--- src/design/rit_pkg.sv ---
// Shared types, constants and helpers for the reference-counted object table.
// No dependencies; the controller and the top level refer to it by scoped names.
package rit_pkg;

    localparam int SLOTS   = 64;
    localparam int SLOT_W  = (SLOTS > 1) ? $clog2(SLOTS) : 1;
    localparam int CNT_W   = SLOT_W + 1;
    localparam int DATA_W  = 16;

    localparam logic [DATA_W-1:0] COUNT_MAX = '1;

    // action codes
    localparam logic [2:0] ACT_GET      = 3'd0;
    localparam logic [2:0] ACT_PUT      = 3'd1;
    localparam logic [2:0] ACT_CLR_ALL  = 3'd2;
    localparam logic [2:0] ACT_SET_ALL  = 3'd3;
    localparam logic [2:0] ACT_SET_SLOT = 3'd4;
    localparam logic [2:0] ACT_CLR_SLOT = 3'd5;

    // status codes
    localparam logic [2:0] ST_HIT       = 3'd0;
    localparam logic [2:0] ST_MISS      = 3'd1;
    localparam logic [2:0] ST_FULL      = 3'd2;
    localparam logic [2:0] ST_HELD      = 3'd3;
    localparam logic [2:0] ST_RELEASED  = 3'd4;
    localparam logic [2:0] ST_IGNORED   = 3'd5;
    localparam logic [2:0] ST_DONE      = 3'd6;
    localparam logic [2:0] ST_SATURATED = 3'd7;

    // one memory port request from the controller
    typedef struct packed {
        logic              re;
        logic [SLOT_W-1:0] raddr;
        logic              we;
        logic [SLOT_W-1:0] waddr;
        logic [DATA_W-1:0] wdata;
    } rit_mem_req_t;

    function automatic logic slot_ok(input logic [5:0] s);
        logic [31:0] w;
        w = 32'(s);
        return (w < 32'(SLOTS));
    endfunction

    function automatic logic [SLOT_W-1:0] slot_to_idx(input logic [5:0] s);
        logic [31:0] w;
        w = 32'(s);
        return w[SLOT_W-1:0];
    endfunction

    // low 6 bits of a table index, as carried in the result word
    function automatic logic [5:0] idx_to_field(input logic [SLOT_W-1:0] idx);
        logic [31:0] w;
        w = 32'(idx);
        return w[5:0];
    endfunction

endpackage

--- src/design/rit_if.sv ---
// Valid/ready channel interfaces for request and response words.
// Depends on nothing; used by the controller and the top level.
interface rit_req_if;
    logic        valid;
    logic        ready;
    logic [2:0]  action;
    logic [15:0] object_number;
    logic [5:0]  slot;

    modport source (output valid, action, object_number, slot, input ready);
    modport sink   (input valid, action, object_number, slot, output ready);
endinterface

interface rit_rsp_if;
    logic        valid;
    logic        ready;
    logic [2:0]  status;
    logic [5:0]  slot_index;
    logic        need_load;
    logic        need_writeback;
    logic [15:0] entry_number;
    logic [15:0] ref_count_out;

    modport source (output valid, status, slot_index, need_load, need_writeback,
                    entry_number, ref_count_out, input ready);
    modport sink   (input valid, status, slot_index, need_load, need_writeback,
                    entry_number, ref_count_out, output ready);
endinterface

--- src/design/rit_ram.sv ---
// Generic single-write, single-read synchronous RAM with registered read data.
// No dependencies.
module rit_ram #(
    parameter int DEPTH = 64,
    parameter int WIDTH = 16
) (
    input  logic                                      clk,
    input  logic                                      re,
    input  logic [((DEPTH > 1) ? $clog2(DEPTH) : 1)-1:0] raddr,
    output logic [WIDTH-1:0]                          rdata,
    input  logic                                      we,
    input  logic [((DEPTH > 1) ? $clog2(DEPTH) : 1)-1:0] waddr,
    input  logic [WIDTH-1:0]                          wdata
);

    logic [WIDTH-1:0] mem [DEPTH];
    logic [WIDTH-1:0] rdata_reg;

    always_ff @(posedge clk)
    begin
        if (we)
        begin
            mem[waddr] <= wdata;
        end
        if (re)
        begin
            rdata_reg <= mem[raddr];
        end
    end

    assign rdata = rdata_reg;

endmodule

--- src/design/rit_ctrl.sv ---
// Sequencer: reset clear pass, get scan, slot read-modify-write, count sweep.
// Depends on rit_pkg and rit_if; drives the count and number memories.
module rit_ctrl (
    input  logic                        clk,
    input  logic                        rst_n,
    rit_req_if.sink                     req,
    rit_rsp_if.source                   rsp,
    output rit_pkg::rit_mem_req_t       cnt_mem,
    output rit_pkg::rit_mem_req_t       num_mem,
    input  logic [rit_pkg::DATA_W-1:0]  cnt_rdata,
    input  logic [rit_pkg::DATA_W-1:0]  num_rdata
);

    typedef enum logic [2:0] {
        S_INIT,
        S_IDLE,
        S_SCAN,
        S_SLOT,
        S_SWEEP,
        S_DONE
    } state_t;

    typedef struct packed {
        logic [2:0]                 status;
        logic [5:0]                 slot_index;
        logic                       need_load;
        logic                       need_writeback;
        logic [rit_pkg::DATA_W-1:0] entry_number;
        logic [rit_pkg::DATA_W-1:0] ref_count_out;
    } result_t;

    localparam logic [rit_pkg::CNT_W-1:0] CNT_END  = rit_pkg::CNT_W'(rit_pkg::SLOTS);
    localparam logic [rit_pkg::CNT_W-1:0] CNT_LAST = rit_pkg::CNT_W'(rit_pkg::SLOTS - 1);
    localparam logic [rit_pkg::DATA_W-1:0] ONE     = rit_pkg::DATA_W'(1);

    state_t                      state_reg,    state_next;
    logic [rit_pkg::CNT_W-1:0]   cnt_reg,      cnt_next;
    logic                        rd_vld_reg,   rd_vld_next;
    logic [rit_pkg::SLOT_W-1:0]  rd_idx_reg,   rd_idx_next;
    logic                        free_vld_reg, free_vld_next;
    logic [rit_pkg::SLOT_W-1:0]  free_idx_reg, free_idx_next;
    logic [2:0]                  act_reg,      act_next;
    logic [rit_pkg::DATA_W-1:0]  onum_reg,     onum_next;
    logic [5:0]                  slot_reg,     slot_next;
    result_t                     res_reg,      res_next;
    result_t                     out_reg,      out_next;
    logic                        out_vld_reg,  out_vld_next;

    logic [rit_pkg::SLOT_W-1:0]  slot_idx;
    logic [rit_pkg::SLOT_W-1:0]  scan_idx;
    logic [rit_pkg::DATA_W-1:0]  cnt_dec;
    logic [rit_pkg::DATA_W-1:0]  sweep_val;

    assign slot_idx  = rit_pkg::slot_to_idx(slot_reg);
    assign scan_idx  = cnt_reg[rit_pkg::SLOT_W-1:0];
    assign cnt_dec   = cnt_rdata - ONE;
    assign sweep_val = (act_reg == rit_pkg::ACT_SET_ALL) ? ONE : '0;

    assign req.ready          = (state_reg == S_IDLE);
    assign rsp.valid          = out_vld_reg;
    assign rsp.status         = out_reg.status;
    assign rsp.slot_index     = out_reg.slot_index;
    assign rsp.need_load      = out_reg.need_load;
    assign rsp.need_writeback = out_reg.need_writeback;
    assign rsp.entry_number   = out_reg.entry_number;
    assign rsp.ref_count_out  = out_reg.ref_count_out;

    always_comb
    begin
        state_next    = state_reg;
        cnt_next      = cnt_reg;
        rd_vld_next   = 1'b0;
        rd_idx_next   = rd_idx_reg;
        free_vld_next = free_vld_reg;
        free_idx_next = free_idx_reg;
        act_next      = act_reg;
        onum_next     = onum_reg;
        slot_next     = slot_reg;
        res_next      = res_reg;
        out_next      = out_reg;
        out_vld_next  = out_vld_reg & ~rsp.ready;
        cnt_mem       = '0;
        num_mem       = '0;

        case (state_reg)
            S_INIT:
            begin
                // clear pass: zero one entry of both memories per cycle
                cnt_mem.we    = 1'b1;
                cnt_mem.waddr = scan_idx;
                num_mem.we    = 1'b1;
                num_mem.waddr = scan_idx;
                if (cnt_reg == CNT_LAST)
                begin
                    cnt_next   = '0;
                    state_next = S_IDLE;
                end
                else
                begin
                    cnt_next = cnt_reg + 1'b1;
                end
            end

            S_IDLE:
            begin
                if (req.valid)
                begin
                    act_next  = req.action;
                    onum_next = req.object_number;
                    slot_next = req.slot;
                    res_next  = '0;
                    case (req.action)
                        rit_pkg::ACT_GET:
                        begin
                            cnt_next      = '0;
                            free_vld_next = 1'b0;
                            state_next    = S_SCAN;
                        end
                        rit_pkg::ACT_PUT, rit_pkg::ACT_SET_SLOT, rit_pkg::ACT_CLR_SLOT:
                        begin
                            if (rit_pkg::slot_ok(req.slot))
                            begin
                                cnt_mem.re    = 1'b1;
                                cnt_mem.raddr = rit_pkg::slot_to_idx(req.slot);
                                num_mem.re    = 1'b1;
                                num_mem.raddr = rit_pkg::slot_to_idx(req.slot);
                                state_next    = S_SLOT;
                            end
                            else
                            begin
                                res_next.status     = (req.action == rit_pkg::ACT_PUT) ?
                                                      rit_pkg::ST_IGNORED : rit_pkg::ST_DONE;
                                res_next.slot_index = req.slot;
                                state_next          = S_DONE;
                            end
                        end
                        rit_pkg::ACT_CLR_ALL, rit_pkg::ACT_SET_ALL:
                        begin
                            // fetch slot 0's number now; the sweep leaves it alone
                            num_mem.re    = 1'b1;
                            num_mem.raddr = '0;
                            cnt_next      = '0;
                            state_next    = S_SWEEP;
                        end
                        default:
                        begin
                            res_next.status = rit_pkg::ST_DONE;
                            state_next      = S_DONE;
                        end
                    endcase
                end
            end

            S_SCAN:
            begin
                // issue one read per cycle; examine the word read last cycle
                if (cnt_reg < CNT_END)
                begin
                    cnt_mem.re    = 1'b1;
                    cnt_mem.raddr = scan_idx;
                    num_mem.re    = 1'b1;
                    num_mem.raddr = scan_idx;
                    rd_vld_next   = 1'b1;
                    rd_idx_next   = scan_idx;
                    cnt_next      = cnt_reg + 1'b1;
                end

                if (rd_vld_reg)
                begin
                    if ((cnt_rdata != '0) && (num_rdata == onum_reg))
                    begin
                        res_next.slot_index   = rit_pkg::idx_to_field(rd_idx_reg);
                        res_next.entry_number = num_rdata;
                        if (cnt_rdata == rit_pkg::COUNT_MAX)
                        begin
                            res_next.status        = rit_pkg::ST_SATURATED;
                            res_next.ref_count_out = cnt_rdata;
                        end
                        else
                        begin
                            cnt_mem.we             = 1'b1;
                            cnt_mem.waddr          = rd_idx_reg;
                            cnt_mem.wdata          = cnt_rdata + ONE;
                            res_next.status        = rit_pkg::ST_HIT;
                            res_next.ref_count_out = cnt_rdata + ONE;
                        end
                        state_next = S_DONE;
                    end
                    else if ((cnt_rdata == '0) && !free_vld_reg)
                    begin
                        free_vld_next = 1'b1;
                        free_idx_next = rd_idx_reg;
                    end
                end
                else if (cnt_reg == CNT_END)
                begin
                    if (free_vld_reg)
                    begin
                        cnt_mem.we             = 1'b1;
                        cnt_mem.waddr          = free_idx_reg;
                        cnt_mem.wdata          = ONE;
                        num_mem.we             = 1'b1;
                        num_mem.waddr          = free_idx_reg;
                        num_mem.wdata          = onum_reg;
                        res_next.status        = rit_pkg::ST_MISS;
                        res_next.slot_index    = rit_pkg::idx_to_field(free_idx_reg);
                        res_next.need_load     = 1'b1;
                        res_next.entry_number  = onum_reg;
                        res_next.ref_count_out = ONE;
                    end
                    else
                    begin
                        res_next.status = rit_pkg::ST_FULL;
                    end
                    state_next = S_DONE;
                end
            end

            S_SLOT:
            begin
                res_next.slot_index   = slot_reg;
                res_next.entry_number = num_rdata;
                cnt_mem.waddr         = slot_idx;
                case (act_reg)
                    rit_pkg::ACT_PUT:
                    begin
                        if (cnt_rdata == '0)
                        begin
                            res_next.status        = rit_pkg::ST_IGNORED;
                            res_next.ref_count_out = '0;
                        end
                        else
                        begin
                            cnt_mem.we             = 1'b1;
                            cnt_mem.wdata          = cnt_dec;
                            res_next.ref_count_out = cnt_dec;
                            if (cnt_dec == '0)
                            begin
                                res_next.status         = rit_pkg::ST_RELEASED;
                                res_next.need_writeback = 1'b1;
                            end
                            else
                            begin
                                res_next.status = rit_pkg::ST_HELD;
                            end
                        end
                    end
                    rit_pkg::ACT_SET_SLOT:
                    begin
                        cnt_mem.we             = 1'b1;
                        cnt_mem.wdata          = ONE;
                        res_next.status        = rit_pkg::ST_DONE;
                        res_next.ref_count_out = ONE;
                    end
                    default:
                    begin
                        cnt_mem.we             = 1'b1;
                        cnt_mem.wdata          = '0;
                        res_next.status        = rit_pkg::ST_DONE;
                        res_next.ref_count_out = '0;
                    end
                endcase
                state_next = S_DONE;
            end

            S_SWEEP:
            begin
                cnt_mem.we    = 1'b1;
                cnt_mem.waddr = scan_idx;
                cnt_mem.wdata = sweep_val;
                if (cnt_reg == CNT_LAST)
                begin
                    res_next.status        = rit_pkg::ST_DONE;
                    res_next.entry_number  = num_rdata;
                    res_next.ref_count_out = sweep_val;
                    state_next             = S_DONE;
                end
                else
                begin
                    cnt_next = cnt_reg + 1'b1;
                end
            end

            S_DONE:
            begin
                if (!out_vld_reg || rsp.ready)
                begin
                    out_next     = res_reg;
                    out_vld_next = 1'b1;
                    state_next   = S_IDLE;
                end
            end

            default:
            begin
                state_next = S_IDLE;
            end
        endcase
    end

    always_ff @(posedge clk or negedge rst_n)
    begin
        if (!rst_n)
        begin
            state_reg    <= S_INIT;
            cnt_reg      <= '0;
            rd_vld_reg   <= 1'b0;
            rd_idx_reg   <= '0;
            free_vld_reg <= 1'b0;
            free_idx_reg <= '0;
            act_reg      <= '0;
            onum_reg     <= '0;
            slot_reg     <= '0;
            res_reg      <= '0;
            out_reg      <= '0;
            out_vld_reg  <= 1'b0;
        end
        else
        begin
            state_reg    <= state_next;
            cnt_reg      <= cnt_next;
            rd_vld_reg   <= rd_vld_next;
            rd_idx_reg   <= rd_idx_next;
            free_vld_reg <= free_vld_next;
            free_idx_reg <= free_idx_next;
            act_reg      <= act_next;
            onum_reg     <= onum_next;
            slot_reg     <= slot_next;
            res_reg      <= res_next;
            out_reg      <= out_next;
            out_vld_reg  <= out_vld_next;
        end
    end

endmodule

--- src/design/refcounted_inode_table_top.sv ---
// Top level of the reference-counted object table.
// Depends on rit_pkg, rit_if, rit_ram and rit_ctrl.
//
// Table of SLOTS (64) open-object slots, each an object number plus a 16-bit
// reference count, held in two synchronous RAMs (counts, numbers) with
// registered read data. The block takes one request word at a time. After
// reset it runs a clearing pass over all SLOTS (64) entries, zeroing both
// RAMs, and holds req.ready low until done. A get streams the table through
// the RAM read ports, one slot per cycle, and stops at the first active slot
// holding the number; otherwise it claims the lowest free slot. Put, set slot
// and clear slot are one read-modify-write. Clear all and set all sweep the
// count RAM one entry per cycle. Requests with an out-of-range slot or an
// unused action go to the result without a memory access. The response sits
// in an output register, so the next request is accepted while a response
// waits; a finished request waits in turn until the output register is free.
// Counts saturate at 65535 (status saturated, count kept). The caller issues
// the actual load or writeback when need_load or need_writeback is set.
module refcounted_inode_table_top (
    input  logic      clk,
    input  logic      rst_n,
    rit_req_if.sink   req,
    rit_rsp_if.source rsp
);

    rit_pkg::rit_mem_req_t        cnt_mem;
    rit_pkg::rit_mem_req_t        num_mem;
    logic [rit_pkg::DATA_W-1:0]   cnt_rdata;
    logic [rit_pkg::DATA_W-1:0]   num_rdata;

    // sequencer: all decisions, result formatting and output register
    rit_ctrl u_ctrl (
        .clk       (clk),
        .rst_n     (rst_n),
        .req       (req),
        .rsp       (rsp),
        .cnt_mem   (cnt_mem),
        .num_mem   (num_mem),
        .cnt_rdata (cnt_rdata),
        .num_rdata (num_rdata)
    );

    // reference counts
    rit_ram #(
        .DEPTH (rit_pkg::SLOTS),
        .WIDTH (rit_pkg::DATA_W)
    ) u_cnt_ram (
        .clk   (clk),
        .re    (cnt_mem.re),
        .raddr (cnt_mem.raddr),
        .rdata (cnt_rdata),
        .we    (cnt_mem.we),
        .waddr (cnt_mem.waddr),
        .wdata (cnt_mem.wdata)
    );

    // object numbers; only the reset pass and a claiming get write here
    rit_ram #(
        .DEPTH (rit_pkg::SLOTS),
        .WIDTH (rit_pkg::DATA_W)
    ) u_num_ram (
        .clk   (clk),
        .re    (num_mem.re),
        .raddr (num_mem.raddr),
        .rdata (num_rdata),
        .we    (num_mem.we),
        .waddr (num_mem.waddr),
        .wdata (num_mem.wdata)
    );

endmodule

--- src/flat_wrapper.sv ---
// flat-port wrapper written by rule: the top's interface ports become plain ports
module refcounted_inode_table_top_flat 
  (clk, rst_n, req_valid, req_action, req_object_number, req_slot, req_ready, rsp_valid, rsp_status, rsp_slot_index, rsp_need_load, rsp_need_writeback, rsp_entry_number, rsp_ref_count_out, rsp_ready);
  rit_req_if req_i ();
  rit_rsp_if rsp_i ();
  input  logic clk;
  input  logic rst_n;
  input wire logic [$bits(req_i.valid)-1:0] req_valid;
  input wire logic [$bits(req_i.action)-1:0] req_action;
  input wire logic [$bits(req_i.object_number)-1:0] req_object_number;
  input wire logic [$bits(req_i.slot)-1:0] req_slot;
  output wire logic [$bits(req_i.ready)-1:0] req_ready;
  output wire logic [$bits(rsp_i.valid)-1:0] rsp_valid;
  output wire logic [$bits(rsp_i.status)-1:0] rsp_status;
  output wire logic [$bits(rsp_i.slot_index)-1:0] rsp_slot_index;
  output wire logic [$bits(rsp_i.need_load)-1:0] rsp_need_load;
  output wire logic [$bits(rsp_i.need_writeback)-1:0] rsp_need_writeback;
  output wire logic [$bits(rsp_i.entry_number)-1:0] rsp_entry_number;
  output wire logic [$bits(rsp_i.ref_count_out)-1:0] rsp_ref_count_out;
  input wire logic [$bits(rsp_i.ready)-1:0] rsp_ready;
  assign req_i.valid = req_valid;
  assign req_i.action = req_action;
  assign req_i.object_number = req_object_number;
  assign req_i.slot = req_slot;
  assign req_ready = req_i.ready;
  assign rsp_valid = rsp_i.valid;
  assign rsp_status = rsp_i.status;
  assign rsp_slot_index = rsp_i.slot_index;
  assign rsp_need_load = rsp_i.need_load;
  assign rsp_need_writeback = rsp_i.need_writeback;
  assign rsp_entry_number = rsp_i.entry_number;
  assign rsp_ref_count_out = rsp_i.ref_count_out;
  assign rsp_i.ready = rsp_ready;
  refcounted_inode_table_top u_core (.clk(clk), .rst_n(rst_n), .req(req_i), .rsp(rsp_i));
endmodule
--- config.mk ---
export PLATFORM = sky130hd
export DESIGN_NAME = refcounted_inode_table_top_flat
export DESIGN_NICKNAME = d
export VERILOG_FILES = /design/src/design/rit_pkg.sv /design/src/design/rit_if.sv /design/src/design/rit_ram.sv /design/src/design/rit_ctrl.sv /design/src/design/refcounted_inode_table_top.sv /design/src/flat_wrapper.sv
export SDC_FILE = /design/constraint.sdc
export NUM_CORES = 2
export LEC_CHECK = 0
export BUFFER_PORTS_ARGS = -buffer_cell sky130_fd_sc_hd__buf_2
export CAP_MARGIN = 15
export CELL_PAD_IN_SITES_DETAIL_PLACEMENT = 1
export CELL_PAD_IN_SITES_GLOBAL_PLACEMENT = 1
export CORE_MARGIN = 5
export CORE_UTILIZATION = 50
export DETAILED_ROUTE_END_ITERATION = 12
export PLACE_DENSITY_LB_ADDON = 0.1
export REMOVE_ABC_BUFFERS = 1
export SLEW_MARGIN = 20
export SYNTH_ARGS = -nofsm -noshare
export SYNTH_HDL_FRONTEND = slang
export SYNTH_SLANG_ARGS = --single-unit
--- constraint.sdc ---
create_clock -name clk -period 6.5 [get_ports clk]
set_input_delay 0.65 -clock clk [delete_from_list [all_inputs] [get_ports clk]]
set_output_delay 0.65 -clock clk [all_outputs]
set_load 0.02 [all_outputs]
# == Word level (Yosys, flattened, before mapping) ==
# Memories as Yosys holds them, arrays and structs flattened. A register that Yosys moved wholly into a read port is not among the register bits.
# Index checks and enable logic that the tools add are counted.
# totals
reg_bits,136
ram_bits,2048
in_bits,29
out_inout_bits,45
word_cells,180
memories,2
# classes
add_sub_neg,3
magnitude_cmp,1
eq_ne,37
muxes,80
n_bitwise,3
n_reduce_logical,32
# mem_list
name,depth,width,rd,rd_ports_with_merged_regs,wr,line_no,source
u_core.u_cnt_ram.mem,64,16,1,1,1,rit_ram.sv:16,logic [WIDTH-1:0] mem [DEPTH];
u_core.u_num_ram.mem,64,16,1,1,1,rit_ram.sv:16,
# ops
op,count
23-bit 2-to-1 mux,8
32-bit 2-to-1 mux,5
32-bit one-hot mux with 4 select lines,1
7-bit 2-to-1 mux,10
7-bit one-hot mux with 2 select lines,4
16-bit 2-to-1 mux,3
16-bit one-hot mux with 3 select lines,1
43-bit 2-to-1 mux,1
3-bit 2-to-1 mux,13
16-bit zero test,2
16-bit one-hot mux with 2 select lines,1
2-bit != test (second input constant),15
7-bit one-hot mux with 4 select lines,1
5-bit AND reduction,5
7-bit one-hot mux with 3 select lines,1
1-bit 2-to-1 mux,20
9-bit 2-to-1 mux,2
3-bit one-hot mux with 6 select lines,1
6-bit one-hot mux with 3 select lines,1
6-bit AND reduction,3
16-bit by 1-bit adder with 16-bit output (second input constant),1
16-bit == test,1
16-bit == test (second input constant),1
16-bit nonzero test,1
29 further kinds,54

# == Logic depth before layout (Yosys ltp) ==
# depth
ltp_word,7
mapped_depth,15
depth_no_buf,10

# == Cells and area by module ==
# A second synthesis with hierarchy kept.
# unflattened
cells_unflattened,4493
hier_area_um2,88456.1
# by_module_without_submodules
module,instances,cells_per_inst,area_each_um2,seq_area_each_um2
rit_ram at u_core.u_num_ram,1,1829,40202.3,31230.0
rit_ram at u_core.u_cnt_ram,1,1820,40138.5,31230.0
rit_ctrl,1,844,8115.3,3403.3

# == Worst setup path before layout ==
# Ideal clock, no wire load.
# synth_timing
path_type,flip-flop to flip-flop
start,register u_core.u_ctrl.state_reg[2]
end,memory u_core.u_cnt_ram.mem[0][1] (data pin)
setup_time_ns,0.702
arrival_ns,4.450
required_ns,5.798
path_slack_ns,1.349
path_stages_with_launch,8
path_buffers,4
synth_period_minus_slack_ns,5.151
path_cell_list,dfrtp_1 > buf_2 > nor3b_1 > clkbuf_1 > o311ai_0 > clkbuf_1 > buf_2 > o21ai_0
# synth_lines
element,line_no,source
from (decl),rit_ctrl.sv:36,"state_t state_reg, state_next;"
from (signal assigned),rit_ctrl.sv:320,state_reg <= state_next;
to (decl),rit_ram.sv:16,

# == Worst setup path after layout ==
# layout_timing
start,register u_core.u_ctrl.state_reg[2]
end,"register u_core.u_num_ram.rdata_reg[12], in the netlist u_core.u_num_ram.rdata[12] (read register of u_core.u_num_ram.mem) (data pin)"
# layout_between
elab_chain_len,2
elab_cells_between_ends,3
classes_between,eq/ne: 2; mux: 1
# layout_lines
element,line_no,source
3-bit by 2-bit == test with 1-bit output or 3-bit by 1-bit == test with 1-bit output (tied branches),rit_ctrl.sv:85,case (state_reg)
7-bit one-hot mux with 2 select lines (*),rit_ctrl.sv:85,
to (decl),rit_ram.sv:17,logic [WIDTH-1:0] rdata_reg;
# Every way passes the cells marked *; elsewhere a longest branch is shown, timed or not.
# A chain may end at the register's enable or synchronous reset.

==> out/qor.txt <==
Core Region - 178800 µm²
Syn Inst Count - 6918
CTS tree - done
placed inst area - 94300 µm²
Startpoint Class - flip-flop
Vias per Instance - 6.385
die area - 188700 µm²
slew of the pin with the lowest slew margin - 1198 ps
Worst Reg-to-Reg Cells - 11
largest family of logic cells by synthesized area - simple AND/OR/NAND/NOR gates
peak fanout along the critical path - 38
outcome - complete, no violations
xor-xnor portion of the synthesized cell area - 0.003501
chip height - 434.4 µm
Synth Area in Compound Gates - 0.05757
DP Cell Count - 9203
WL/cell - 30.96 µm
Reg2Reg Setup Slack - 500 ps
Worst Hold End - u_core.u_ctrl.slot_idx[5]$_DFFE_PN0P_
Hold Crit Depth - 3
Port Buf Inserts - 73
Post-Synth Adder-Cell Area - 0.0008336
Synth Cell Area - 90060 µm²
row count - 155
Final Cell Area - 101500 µm²
Worst-path clk slew - 60 ps
RSZ-0062 raised after global routing - no
Area contributors post-synth - edfxtp_1 69%, nand2_1 7.6%, nand3_1 4.3%
setup TNS - 0 ps
DR vias - 61550
Synth Warn # - 0
most frequent cells in the layout - 2080 x edfxtp_1, 1819 x nand2_1, 766 x nand3_1, 285 x buf_4, 238 x a21oi_1
achievable frequency - 166.8 MHz
worst r2r dst - u_core.u_num_ram.rdata[12]$_DFFE_PP_
most frequent cell on the critical path - o21ai_0
clk buf depth - 3
Leak - 36.65 nW
most common cell after layout, fill and taps aside - edfxtp_1
slowest stage delay, CP - 800 ps
I/O pin cnt - 74
die width - 434.4 µm
Initial Util - 0.5037
gp weighted congestion - 0.8613
register area share after synthesis - 0.7313
Post-synth EDFFs - 2080
PD cells - 332.9 nW/µm²
share of cells above drive strength 1 - 0.1157
Main synth FF type - edfxtp_1
Slowest-stage cell, CP - o21ai_0
async set or reset register ratio after synthesis - 0.06137
Sink Count - 2216
Root Buffer - clkbuf_16
delay-heaviest family, CP - compound AO/OA/AOI/OAI gates
Simple-Gate Fraction of Synth Area - 0.1489
Post-CTS Setup Bufs - 0
grt total ovfl - 0
DR iter-0 viols - 8166
Synth area leader - edfxtp_1
Layout Skew - 35.48 ps
Tmin final - 5996 ps
CTS H-tree depth - 4
Tot Pwr - 33.80 mW
HP Class - in -> reg
Post-DRT Antenna Nets - 0
Final period util - 0.9225
Slew Viols, Final - 0
Required @ worst endpoint - 7180 ps
hold path start - req_slot[5]
critical path type - reg -> reg
Setup WS pre-CTS - 747.5 ps
first-pass GRT wire length - 432.7 mm
gr usage total - 0.3134
Filler cells - 17510
non-filler cells in the finished layout - 9640
CP bufs+invs - 2
Pre-antenna DRT Iters - 5
number of global-route vias before repair - 61280
worst ir drop on vdd - 0.2778 mV
Crit path arrival time - 6680 ps
Hold Vio Cnt, Final - 0
largest net degree at the start of global routing - 138
top cell type's share of synthesized area - 0.6935
DRC viols - 0
Seq cells post-synth - 2216
CP endpoint kind - flip-flop
Final Core Density - 0.5678
antenna violations before repair - 13
Critical R2R Launch - u_core.u_ctrl.state_reg[2]$_DFFE_PN0P_
crit path cell chain - nand2b_1 -> or3_1 -> inv_2 -> a32o_4 -> nand2_4 -> buf_4 -> o221ai_1 -> a31oi_1 -> o21ai_0 -> o21ai_0 -> o21ai_1
worst setup margin - 504.1 ps
post-synthesis mux area share - 0.03283
Worst-Skew Late Latency - 880 ps
Synth-to-Final Area Change - 12.74%
Max-Cap Viols - 0
nets - 7127
final setup fails - 0
Slew HR - 0.1993
Syn Area/Cell - 13.02 µm²
Yosys cell types - 87
Num CTS Buffers - 225
HPWL after DPL - 177.7 mm
Routed Wire Length - 298.5 mm
WHS - 58.73 ps
## worst max-delay path by stage
stage / from / to / slack [ps] / depth (start not counted)
after floorplan: u_core.u_ctrl.state_reg[2]$_DFFE_PN0P_ / u_core.u_num_ram.rdata[9]$_DFFE_PP_ / -11630 / 9
after global placement: u_core.u_ctrl.state_reg[2]$_DFFE_PN0P_ / u_core.u_num_ram.rdata[12]$_DFFE_PP_ / 910 / 11
after detailed placement: u_core.u_ctrl.state_reg[2]$_DFFE_PN0P_ / u_core.u_num_ram.rdata[10]$_DFFE_PP_ / 750 / 11
after CTS: u_core.u_ctrl.state_reg[2]$_DFFE_PN0P_ / u_core.u_num_ram.rdata[10]$_DFFE_PP_ / 740 / 11
after global routing: u_core.u_ctrl.state_reg[1]$_DFFE_PN0P_ / u_core.u_num_ram.rdata[12]$_DFFE_PP_ / 460 / 11
final: u_core.u_ctrl.state_reg[2]$_DFFE_PN0P_ / u_core.u_num_ram.rdata[12]$_DFFE_PP_ / 500 / 11
## worst reg2reg max path: cells and delay by family, from the launching register on
family | cells | cell delay [ps]
compound gates | 6 | 2780
simple gates | 3 | 1500
buf+inv | 2 | 960
flops | 1 | 600
## per-layer routing
layer  vias to the layer above  wire length [µm]  global-route usage
met5                         -                26                   0
met4                         6              7982             0.08755
met3                       448             30500             0.06311
met2                      3163            131300              0.4608
met1                     32030            128700              0.4781
li1                      25910                 -                   -
## cell type report
| type | count | area, µm² | area share |
|---|---|---|---|
| clock buffer | 290 | 6137 | 0.06045 |
| timing repair buffer | 403 | 3254 | 0.03205 |
| sequential | 2216 | 65860 | 0.6487 |
| antenna | 9 | 22.52 | 0.0002218 |
| clock inverter | 121 | 884.6 | 0.008713 |
| tap | 2355 | 2947 | 0.02902 |
| multi-input combinational | 4233 | 22380 | 0.2204 |
| inverter | 13 | 48.80 | 0.0004806 |
## where the power goes
| group | switching, mW | internal, mW | total, mW |
|---|---|---|---|
| combinational | 3.36 | 1.36 | 4.71 |
| sequential | 0.432 | 16.1 | 16.5 |
| clock | 5.47 | 7.08 | 12.6 |
## cells in the mapped netlist (all sizes together), types with 43 or more instances
cell	count
mux2	59
clkbuf	168
nor2	199
a21oi	241
nor3	98
buf	288
and3	58
edfxtp	2080
a311oi	57
o21ai	170
mux2i	229
nand3	767
dfrtp	136
nand2	1821
a31oi	69
nand4	81
a22oi	43
o221ai	94
## kinds of logic (layout without fill, tap and decap cells)
logic type / Yosys count / count (layout)
and+or+nand+nor: 3104 / 3104
DFF: 2216 / 2216
AOI/OAI and AO/OA: 799 / 799
buffers and inverters: 469 / 827
muxes: 288 / 288
xor gates and xnor gates: 36 / 36
adders and majority gates: 6 / 6
other: 0 / 9
## repair_timing
item                                   4_1_cts  5_1_grt
hold buffers                                15        0
endpoints found under the hold margin       88        0
gates resized for setup                      0        0
Power figures use the tool's default switching activity.
